[src/psmr_pkg.sv]
`timescale 1ns / 1ps
`default_nettype none

package psmr_pkg;

    localparam int BIAS_W   = 32;
    localparam int ELEM_W   = 16;
    localparam int WGT_W    = 16;
    localparam int PROD_W   = 32;
    localparam int PART_W   = 16;
    localparam int RESULT_W = 32;
    localparam int TOTAL_W  = 32;

    localparam int MAX_PART_SIZE_DEF = 65535;
    localparam logic [PART_W-1:0] PART_SIZE_RST = 16'd1024;

    // One item after the multiplier, on its way to the accumulator.
    typedef struct packed {
        logic                     first;
        logic                     last;
        logic signed [BIAS_W-1:0] bias;
        logic signed [PROD_W-1:0] product;
    } psmr_prod_t;

endpackage

`default_nettype wire

[src/psmr_if.sv]
`timescale 1ns / 1ps
`default_nettype none

interface psmr_in_if;
    logic                                valid;
    logic                                ready;
    logic signed [psmr_pkg::BIAS_W-1:0]  bias_value;
    logic signed [psmr_pkg::ELEM_W-1:0]  element_value;
    logic signed [psmr_pkg::WGT_W-1:0]   weight_value;
    logic                                first_of_row;
    logic                                last_of_row;

    modport source (
        output valid, bias_value, element_value, weight_value, first_of_row, last_of_row,
        input  ready
    );
    modport sink (
        input  valid, bias_value, element_value, weight_value, first_of_row, last_of_row,
        output ready
    );
endinterface

interface psmr_out_if;
    logic                                 valid;
    logic                                 ready;
    logic signed [psmr_pkg::RESULT_W-1:0] row_result;
    logic                                 row_clamped;
    logic        [psmr_pkg::TOTAL_W-1:0]  clamp_total;

    modport source (
        output valid, row_result, row_clamped, clamp_total,
        input  ready
    );
    modport sink (
        input  valid, row_result, row_clamped, clamp_total,
        output ready
    );
endinterface

`default_nettype wire

[src/partitioned_saturating_mac_row.sv]
// Saturating multiply-accumulate for one output row of a recurrent layer.
// The items channel carries one beat per row element: the signed element,
// its signed weight, the bias (used only on a beat marked first_of_row) and
// the first and last marks. The results channel carries one beat per row,
// sent for each beat marked last_of_row: the clamped 32-bit sum, a flag that
// a clamp changed the sum in this row, and a running clamp count that wraps.
// The sum is clamped to 32 bits after every part_size elements and at the
// row end. The user must write part_size through cfg_we and cfg_wdata only
// while no beat is in flight; the block does not enforce this. Zero or a
// value above MAX_PART_SIZE acts as MAX_PART_SIZE. One beat is taken every
// cycle while no row end waits on a stalled receiver. The pipeline is an
// input register, a product register and the accumulator with its result
// register. When the receiver stalls, the result holds and items keep
// flowing until the next row end reaches the accumulator. Reset clears the
// sum, the counters and all valid flags, and sets part_size to 1024.
`timescale 1ns / 1ps
`default_nettype none

module partitioned_saturating_mac_row #(
    parameter int MAX_PART_SIZE = psmr_pkg::MAX_PART_SIZE_DEF
) (
    input  wire logic                        clk,
    input  wire logic                        rst_n,
    input  wire logic                        cfg_we,
    input  wire logic [psmr_pkg::PART_W-1:0] cfg_wdata,
    psmr_in_if.sink                          items,
    psmr_out_if.source                       results
);

    logic                 p_valid;
    logic                 p_ready;
    psmr_pkg::psmr_prod_t p_data;

    psmr_mult u_mult (
        .clk     (clk),
        .rst_n   (rst_n),
        .items   (items),
        .p_valid (p_valid),
        .p_ready (p_ready),
        .p_data  (p_data)
    );

    psmr_accum #(
        .MAX_PART_SIZE (MAX_PART_SIZE)
    ) u_accum (
        .clk       (clk),
        .rst_n     (rst_n),
        .p_valid   (p_valid),
        .p_ready   (p_ready),
        .p_data    (p_data),
        .cfg_we    (cfg_we),
        .cfg_wdata (cfg_wdata),
        .results   (results)
    );

endmodule

`default_nettype wire

[src/psmr_mult.sv]
`timescale 1ns / 1ps
`default_nettype none

module psmr_mult (
    input  wire logic            clk,
    input  wire logic            rst_n,
    psmr_in_if.sink              items,
    output logic                 p_valid,
    input  wire logic            p_ready,
    output psmr_pkg::psmr_prod_t p_data
);

    localparam int PROD_W = psmr_pkg::PROD_W;

    logic                                a_v_reg;
    logic                                a_v_next;
    logic signed [psmr_pkg::BIAS_W-1:0]  a_bias_reg;
    logic signed [psmr_pkg::ELEM_W-1:0]  a_elem_reg;
    logic signed [psmr_pkg::WGT_W-1:0]   a_wgt_reg;
    logic                                a_first_reg;
    logic                                a_last_reg;

    logic                                b_v_reg;
    logic                                b_v_next;
    psmr_pkg::psmr_prod_t                b_data_reg;
    logic signed [psmr_pkg::PROD_W-1:0]  product;
    logic                                b_load;
    logic                                a_take;

    assign product = PROD_W'(a_elem_reg) * PROD_W'(a_wgt_reg);
    assign b_load  = a_v_reg && (!b_v_reg || p_ready);
    assign items.ready = !a_v_reg || b_load;
    assign a_take  = items.valid && items.ready;

    always_comb
    begin
        a_v_next = a_v_reg;
        if (a_take)
        begin
            a_v_next = 1'b1;
        end
        else if (b_load)
        begin
            a_v_next = 1'b0;
        end
        b_v_next = b_v_reg;
        if (b_load)
        begin
            b_v_next = 1'b1;
        end
        else if (p_ready)
        begin
            b_v_next = 1'b0;
        end
    end

    always_ff @(posedge clk or negedge rst_n)
    begin
        if (!rst_n)
        begin
            a_v_reg <= 1'b0;
            b_v_reg <= 1'b0;
        end
        else
        begin
            a_v_reg <= a_v_next;
            b_v_reg <= b_v_next;
        end
    end

    always_ff @(posedge clk)
    begin
        if (a_take)
        begin
            a_bias_reg  <= items.bias_value;
            a_elem_reg  <= items.element_value;
            a_wgt_reg   <= items.weight_value;
            a_first_reg <= items.first_of_row;
            a_last_reg  <= items.last_of_row;
        end
        if (b_load)
        begin
            b_data_reg.first   <= a_first_reg;
            b_data_reg.last    <= a_last_reg;
            b_data_reg.bias    <= a_bias_reg;
            b_data_reg.product <= product;
        end
    end

    assign p_valid = b_v_reg;
    assign p_data  = b_data_reg;

endmodule

`default_nettype wire

[src/psmr_accum.sv]
`timescale 1ns / 1ps
`default_nettype none

module psmr_accum #(
    parameter int MAX_PART_SIZE = psmr_pkg::MAX_PART_SIZE_DEF
) (
    input  wire logic                        clk,
    input  wire logic                        rst_n,
    input  wire logic                        p_valid,
    output logic                             p_ready,
    input  wire psmr_pkg::psmr_prod_t        p_data,
    input  wire logic                        cfg_we,
    input  wire logic [psmr_pkg::PART_W-1:0] cfg_wdata,
    psmr_out_if.source                       results
);

    localparam int CNT_W  = $clog2(MAX_PART_SIZE + 1);
    localparam int SUM_W  = CNT_W + 32;
    localparam int PART_W = psmr_pkg::PART_W;
    localparam logic [PART_W-1:0] MAX_PS = PART_W'(MAX_PART_SIZE);
    localparam logic signed [SUM_W-1:0] SAT_HI = {{(SUM_W-32){1'b0}}, 32'h7FFF_FFFF};
    localparam logic signed [SUM_W-1:0] SAT_LO = {{(SUM_W-32){1'b1}}, 32'h8000_0000};

    logic [PART_W-1:0]                     part_size_reg;
    logic [PART_W-1:0]                     eff;

    logic signed [SUM_W-1:0]               sum_reg;
    logic signed [SUM_W-1:0]               sum_next;
    logic [CNT_W-1:0]                      cnt_reg;
    logic [CNT_W-1:0]                      cnt_next;
    logic                                  flag_reg;
    logic                                  flag_next;
    logic [psmr_pkg::TOTAL_W-1:0]          clamp_cnt_reg;
    logic [psmr_pkg::TOTAL_W-1:0]          clamp_cnt_next;

    logic                                  o_v_reg;
    logic                                  o_v_next;
    logic signed [psmr_pkg::RESULT_W-1:0]  o_result_reg;
    logic                                  o_clamped_reg;
    logic [psmr_pkg::TOTAL_W-1:0]          o_total_reg;

    logic                                  fire;
    logic signed [SUM_W-1:0]               sum_base;
    logic signed [SUM_W-1:0]               sum_add;
    logic [CNT_W-1:0]                      cnt_inc;
    logic                                  flag_row;
    logic                                  hit;
    logic                                  over_hi;
    logic                                  over_lo;
    logic                                  changed;

    assign eff = (part_size_reg == '0 || part_size_reg > MAX_PS) ? MAX_PS : part_size_reg;

    assign p_ready = !p_data.last || !o_v_reg || results.ready;
    assign fire    = p_valid && p_ready;

    always_comb
    begin
        sum_base = p_data.first ? SUM_W'(p_data.bias) : sum_reg;
        sum_add  = sum_base + SUM_W'(p_data.product);
        cnt_inc  = (p_data.first ? '0 : cnt_reg) + CNT_W'(1);
        flag_row = p_data.first ? 1'b0 : flag_reg;
        hit      = PART_W'(cnt_inc) >= eff;
        over_hi  = sum_add > SAT_HI;
        over_lo  = sum_add < SAT_LO;
        changed  = (hit || p_data.last) && (over_hi || over_lo);

        sum_next = sum_add;
        if (changed)
        begin
            sum_next = over_hi ? SAT_HI : SAT_LO;
        end
        flag_next      = p_data.last ? 1'b0 : (flag_row || changed);
        cnt_next       = (hit || p_data.last) ? '0 : cnt_inc;
        clamp_cnt_next = clamp_cnt_reg + {{(psmr_pkg::TOTAL_W-1){1'b0}}, changed};

        o_v_next = o_v_reg;
        if (fire && p_data.last)
        begin
            o_v_next = 1'b1;
        end
        else if (results.ready)
        begin
            o_v_next = 1'b0;
        end
    end

    always_ff @(posedge clk or negedge rst_n)
    begin
        if (!rst_n)
        begin
            part_size_reg <= psmr_pkg::PART_SIZE_RST;
            sum_reg       <= '0;
            cnt_reg       <= '0;
            flag_reg      <= 1'b0;
            clamp_cnt_reg <= '0;
            o_v_reg       <= 1'b0;
        end
        else
        begin
            if (cfg_we)
            begin
                part_size_reg <= cfg_wdata;
            end
            if (fire)
            begin
                sum_reg       <= sum_next;
                cnt_reg       <= cnt_next;
                flag_reg      <= flag_next;
                clamp_cnt_reg <= clamp_cnt_next;
            end
            o_v_reg <= o_v_next;
        end
    end

    always_ff @(posedge clk)
    begin
        if (fire && p_data.last)
        begin
            o_result_reg  <= sum_next[psmr_pkg::RESULT_W-1:0];
            o_clamped_reg <= flag_row || changed;
            o_total_reg   <= clamp_cnt_next;
        end
    end

    assign results.valid       = o_v_reg;
    assign results.row_result  = o_result_reg;
    assign results.row_clamped = o_clamped_reg;
    assign results.clamp_total = o_total_reg;

    a_sum_clamped: assert property (@(posedge clk) disable iff (!rst_n)
        fire && (p_data.last || hit) |=> (sum_reg <= SAT_HI && sum_reg >= SAT_LO))
        else $error("Sum left the 32-bit range after a clamp point.");

    a_cnt_bound: assert property (@(posedge clk) disable iff (!rst_n)
        cnt_reg < CNT_W'(MAX_PART_SIZE))
        else $error("Part counter reached the maximum part size.");

    a_total_step: assert property (@(posedge clk) disable iff (!rst_n)
        clamp_cnt_reg == $past(clamp_cnt_reg)
        || clamp_cnt_reg == $past(clamp_cnt_reg) + {{(psmr_pkg::TOTAL_W-1){1'b0}}, 1'b1})
        else $error("Clamp count moved by more than one.");

    a_result_src: assert property (@(posedge clk) disable iff (!rst_n)
        $rose(results.valid) |-> $past(fire && p_data.last))
        else $error("Result beat appeared without a row end.");

endmodule

`default_nettype wire

[src/flat_wrapper.sv]
// flat-port wrapper written by rule: the top's interface ports become plain ports
module partitioned_saturating_mac_row_flat 
#(
    parameter int MAX_PART_SIZE = psmr_pkg::MAX_PART_SIZE_DEF
)
  (clk, rst_n, cfg_we, cfg_wdata, items_valid, items_bias_value, items_element_value, items_weight_value, items_first_of_row, items_last_of_row, items_ready, results_valid, results_row_result, results_row_clamped, results_clamp_total, results_ready);
  psmr_in_if items_i ();
  psmr_out_if results_i ();
  input  wire logic clk;
  input  wire logic rst_n;
  input  wire logic cfg_we;
  input  wire logic [psmr_pkg::PART_W-1:0] cfg_wdata;
  input wire logic [$bits(items_i.valid)-1:0] items_valid;
  input wire logic [$bits(items_i.bias_value)-1:0] items_bias_value;
  input wire logic [$bits(items_i.element_value)-1:0] items_element_value;
  input wire logic [$bits(items_i.weight_value)-1:0] items_weight_value;
  input wire logic [$bits(items_i.first_of_row)-1:0] items_first_of_row;
  input wire logic [$bits(items_i.last_of_row)-1:0] items_last_of_row;
  output wire logic [$bits(items_i.ready)-1:0] items_ready;
  output wire logic [$bits(results_i.valid)-1:0] results_valid;
  output wire logic [$bits(results_i.row_result)-1:0] results_row_result;
  output wire logic [$bits(results_i.row_clamped)-1:0] results_row_clamped;
  output wire logic [$bits(results_i.clamp_total)-1:0] results_clamp_total;
  input wire logic [$bits(results_i.ready)-1:0] results_ready;
  assign items_i.valid = items_valid;
  assign items_i.bias_value = items_bias_value;
  assign items_i.element_value = items_element_value;
  assign items_i.weight_value = items_weight_value;
  assign items_i.first_of_row = items_first_of_row;
  assign items_i.last_of_row = items_last_of_row;
  assign items_ready = items_i.ready;
  assign results_valid = results_i.valid;
  assign results_row_result = results_i.row_result;
  assign results_row_clamped = results_i.row_clamped;
  assign results_clamp_total = results_i.clamp_total;
  assign results_i.ready = results_ready;
  partitioned_saturating_mac_row #(.MAX_PART_SIZE(MAX_PART_SIZE)) u_core (.clk(clk), .rst_n(rst_n), .cfg_we(cfg_we), .cfg_wdata(cfg_wdata), .items(items_i), .results(results_i));
endmodule
[config.mk]
export PLATFORM = sky130hd
export DESIGN_NAME = partitioned_saturating_mac_row_flat
export DESIGN_NICKNAME = d
export VERILOG_FILES = /design/src/psmr_pkg.sv /design/src/psmr_if.sv /design/src/partitioned_saturating_mac_row.sv /design/src/psmr_mult.sv /design/src/psmr_accum.sv /design/src/flat_wrapper.sv
export SDC_FILE = /design/constraint.sdc
export NUM_CORES = 1
export LEC_CHECK = 0
export ABC_AREA = 0
export BUFFER_PORTS_ARGS = -buffer_cell sky130_fd_sc_hd__buf_2
export CORE_ASPECT_RATIO = 0.7
export CORE_MARGIN = 4
export CORE_UTILIZATION = 45
export DETAILED_ROUTE_END_ITERATION = 8
export PLACE_DENSITY = 0.62
export RECOVER_POWER = 50
export SYNTH_ARGS = -nofsm -noshare
export SYNTH_HDL_FRONTEND = slang
export SYNTH_HIERARCHICAL = 1
export SYNTH_SLANG_ARGS = --single-unit
[constraint.sdc]
create_clock -name clk -period 9.3 [get_ports clk]
set_clock_uncertainty 0.1 [all_clocks]
set_input_delay 0 -clock clk [delete_from_list [all_inputs] [get_ports clk]]
set_output_delay 0 -clock clk [all_outputs]
set_load 0.01 [all_outputs]
==> After elaboration in Yosys (flattened, before gate mapping) <==
Cells that the tools add are included.
{ "op_classes": {"addsub": 3, "mul": 1, "order_cmp": 4, "muxes": 14, "n_reduce_logical": 21} }
{ "ops": {"columns": ["op", "count"], "rows": [
  ["$mux W48", 3],
  ["$add A48 B32 Y48", 1],
  ["$gt A48 B32 Y1 const B", 1],
  ["$lt A48 B32 Y1 const B", 1],
  ["$mux W16", 3],
  ["$add A32 B1 Y32", 1],
  ["$mul A16 B16 Y32", 1],
  ["$add A16 B1 Y16 const B", 1],
  ["$ge A16 B16 Y1", 1],
  ["$gt A16 B16 Y1 const B", 1],
  ["$logic_not A16 Y1", 1],
  ["$logic_or A1 B1 Y1", 8],
  ["$mux W1", 8],
  ["$reduce_bool A2 Y1", 3],
  ["$logic_and A1 B1 Y1", 5],
  ["$logic_not A1 Y1", 4]
]} }
{ "totals": {"register_bits": 313, "inputBits": 87, "output_inout_bits": 67, "wordCells": 63} }

==> Longest topological paths before layout <==
{ "logic_depth": {"ltp_word": 8, "mapped_depth": 33} }

==> By module <==
The synthesis kept the hierarchy.
{ "by_module_without_submodules": {"columns": ["module", "instances", "cells_per_inst", "area_each_um2", "seq_area_each_um2"], "rows": [
  ["psmr_mult", 1, 1289, 14219.9, 4013.8],
  ["psmr_accum", 1, 1246, 11509.8, 4805.9]
]} }

==> Worst setup path after synthesis <==
Ideal clock, no wire load.
{ "synth_timing": {"path_kind": "reg2reg", "startpoint": "register u_core.u_mult.b_data_reg (netlist bit u_core/u_mult/p_data[65])", "endpoint": "register u_core.u_accum.o_total_reg (netlist bit u_core/u_accum/results.clamp_total[28]), data pin", "setup_ns": 0.260, "arrival_ns": 6.312, "t_required_ns": 8.940, "path_slack_ns": 2.628, "path_stages_with_launch": 30, "n_path_buf": 5, "cell_sequence": "edfxtp_1 -> clkbuf_1 -> clkbuf_1 -> clkbuf_1 -> mux2_2 -> ha_1 -> clkbuf_1 -> nand4_1 -> nor4_1 -> o2111ai_1 -> a31oi_1 -> a211oi_1 -> xnor2_1 -> xnor2_1 -> nor2b_1 -> o31ai_4 -> nand2_1 -> ha_1 -> ha_1 -> nand3_1 -> nor2_1 -> and3_1 -> nand4_1 -> nor2_1 -> and3_1 -> and3_1 -> and3_1 -> clkbuf_1 -> nand3_1 -> xnor2_1"} }
{ "synth_between": {"elab_chain_len": 6, "word_cells_on_any_way": 11, "classes_between": "3 x add/sub; 3 x order compare; 2 x mux; 3 x reduce/logical"} }
{ "synth_rtl": {"columns": ["item", "line", "text"], "rows": [
  ["from (decl)", "psmr_mult.sv:25", "psmr_pkg::psmr_prod_t b_data_reg;"],
  ["$mux W48 / $mux W16 (equally long branches)", "psmr_accum.sv:59, psmr_accum.sv:61", null],
  ["$add A48 B32 Y48 / $add A16 B1 Y16 (equally long branches)", "psmr_accum.sv:60, psmr_accum.sv:61", null],
  ["$gt A48 B32 Y1 (tied with other cells)", "psmr_accum.sv:64", "over_hi = sum_add > SAT_HI;"],
  ["$logic_or A1 B1 Y1", "psmr_accum.sv:66", "changed = (hit || p_data.last) && (over_hi || over_lo);"],
  ["$logic_and A1 B1 Y1 *", "psmr_accum.sv:66", null],
  ["$add A32 B1 Y32 *", "psmr_accum.sv:75", "clamp_cnt_next = clamp_cnt_reg + {{(psmr_pkg::TOTAL_W-1){1'b0}}, changed};"],
  ["net u_core.u_accum.clamp_cnt_next, one bit", "psmr_accum.sv:34", "logic [psmr_pkg::TOTAL_W-1:0] clamp_cnt_next;"],
  ["to (signal assigned)", "psmr_accum.sv:122", "o_total_reg <= clamp_cnt_next;"],
  ["to (decl)", "psmr_accum.sv:40", "logic [psmr_pkg::TOTAL_W-1:0] o_total_reg;"]
]} }
Mark *: on every way through the listed nets, which the timed path passes. The rest lies on a longest branch.
A chain may end at the register's enable or synchronous reset.

==> Worst setup path in the final report <==
Same ends and word-level chain as after synthesis.

==> run summary <==
Number of flops mapped to enable cells by yosys: 197
Slew @ Worst Pin: 4.67 ns
Synth-to-layout area growth: 13.5%
Crit Path Class: flip-flop to flip-flop
Inserted Diodes: 0
Arr. time, crit path: 7.41 ns
Site Rows: 73
Fill count: 5199
Vias in the first global route: 19800
Cell Area, Synth: 0.0257 mm²
Detail Route Antenna Nets: 0
DR vias: 18900
Synthesized flop and latch total: 313
Met3 Resource Use GR: 0.0395
Largest register FFs: 66
Largest net degree at the start of global routing: 74
Mapped Cells: 2535
Drt first pass iters: 7
Max Cap Violations: 5
Sink Count: 313
Status: finished with violations
Die area: 0.0611 mm²
Global-route wire length before repair: 107 mm
Peak Freq: 0.139 GHz
Synth Net Count: 3033
Synth async-reset ratio: 0.371
Die Ht: 208 µm
CP endpoint kind: flip-flop
CTS Buf Count: 35
RSZ-0062 raised after global routing: no
Core Region: 0.0567 mm²
Multi-input gate area: 0.0151 mm²
GR Util All Layers: 0.221
Final Setup Violations: 0
DRC errors left: 0
Vias/cell: 5.36
Req. time, crit path: 9.50 ns
Final setup margin: 2.09 ns
HPWL after detailed placement: 50.2 mm
DRT iter0 DRCs: 1493
Syn Area/Cell: 10.1 µm²
Register cell area after layout: 0.00882 mm²
Initial antenna violation count: 2
DR WL/cell: 18.7 µm
Commonest non-fill, non-tap cell in the layout: inv_1
Met1 GRT Util: 0.340
Clk buf depth: 3
Hold Crit Class: input pin to flip-flop
Largest fanout on the critical path: 73
H-tree Lvls: 2
Fin crit share: 0.775
Initial Util: 0.454
Yosys cell types: 76
Die W: 294 µm
GR peak layer: met1
GRT overflow: 0
Min Clock Period, post-route: 7.21 ns
Max_slew headroom: -2.11
Post-CTS sizing: 0
PortBufs: 153
Final slew viol count: 248
Sequential fraction of the synthesis area: 0.343
Ys Warns: 6
Clk slew on worst S/H paths: 0.07 ns
CTS tree: yes
Routability cong.: 0.941
Top_reg_cell synth: edfxtp_1
CP Launch Type: flip-flop
Clock network latency to the later pin of the worst-skew pair: 0.55 ns
Setup TNS: 0 ns
Most frequent cells in the layout: inv_1 (372), nand2_1 (305), fa_1 (263), edfxtp_1 (197), nor2_1 (149)
DP Worst Slack: 2.16 ns
IO Count: 154
Failing checks: capacitance limit, slew limit
Share of cells above drive strength 1: 0.0805
WL final: 65.9 mm
Root buf cell: clkbuf_16
M2 GR Usage: 0.328
Final nets: 3240
Final count of hold timing violations: 0
-- cell families after synthesis --
kind of cell / count (synthesis) / synth area share
fa+ha+maj: 411 / 0.277
xor+xnor: 148 / 0.0504
mux: 52 / 0.0225
buf+inv: 472 / 0.0704
simple gates: 769 / 0.142
flops: 313 / 0.343
compound gates: 370 / 0.0956
-- per-stage QoR --
| step | std cells | utilization | area [µm²] | hold slack, ns |
|---|---|---|---|---|
| final | 3519 | 0.515 | 29200 | 0.0628 |
| after global routing | 3519 | 0.515 | 29200 | 0.0406 |
| after CTS | 3519 | 0.517 | 29300 | 0.0311 |
| after detailed placement | 3352 | 0.479 | 27200 | -0.00310 |
| after global placement | 3352 | 0.479 | 27200 | 0.00380 |
| after floorplan | 2535 | - | 25700 | -0.396 |
-- layout make-up --
type                            instances  area share
Inverter                              372      0.0478
Multi-Input combinational cell       1750       0.518
Clock buffer                           46      0.0335
Timing Repair Buffer                  270      0.0616
Sequential cell                       313       0.302
Clock inverter                         18     0.00493
Tap cell                              750      0.0321
-- per-layer routing --
metal	part of all wire	routed length, µm
met1	0.49	32200
met2	0.43	28000
met3	0.069	4570
met4	0.017	1150
met5	0	0
-- repair_timing --
action / CTS / global route
hold buffers: 103 / 0
buffers inserted: 0 / 0
endpoints found under the hold margin: 132 / 0
-- critical path, stage by stage, from the launching register on --
cell and delay (ns):
edfxtp_1 0.38, buf_12 0.31, mux2_2 0.40, ha_1 0.43
nand4_1 0.32, nor4_1 0.57, o2111ai_1 0.30, a31oi_1 0.29
a211oi_1 0.11, xnor2_1 0.36, xnor2_1 0.25, nor2b_1 0.30
o31ai_4 0.11, nand2_1 0.11, ha_1 0.18, ha_1 0.22
nand3_1 0.15, nor2_1 0.33, and3_1 0.27, nand4_1 0.19
nor2_1 0.23, and3_1 0.24, and3_1 0.22, and3_1 0.28
nand3_1 0.12, xnor2_1 0.14
-- Yosys cell counts, drive strengths merged (63+ instances only) --
cell type | count | area [µm²]
inv | 372 | 1400
nand2 | 305 | 1140
fa | 263 | 5270
edfxtp | 197 | 5920
nor2 | 149 | 559
ha | 148 | 1850
and2 | 132 | 826
a21oi | 123 | 676
dfrtp | 115 | 2880
xnor2 | 85 | 744
o21ai | 83 | 419
clkbuf | 82 | 308
xor2 | 63 | 552
-- final timing paths --
check,start,endpoint,slack [ns],cells past startpoint
max,u_core/u_mult/p_data[65],u_core/u_accum/results.clamp_total[28],2.09,25
min,items_element_value[10],u_core/u_mult/a_elem_reg[10],0.06,2
max reg2reg,u_core/u_mult/p_data[65],u_core/u_accum/results.clamp_total[28],2.09,25
min reg2reg,u_core/u_mult/a_bias_reg[19],u_core/u_mult/p_data[51],0.31,0
max in group asynchronous,rst_n,u_core/u_accum/sum_reg[32],4.41,4
min in group asynchronous,rst_n,u_core/u_accum/sum_reg[26],0.55,3
Power is not shown: default switching activity piles up to over one toggle a cycle in this logic, so the estimate is an artifact.
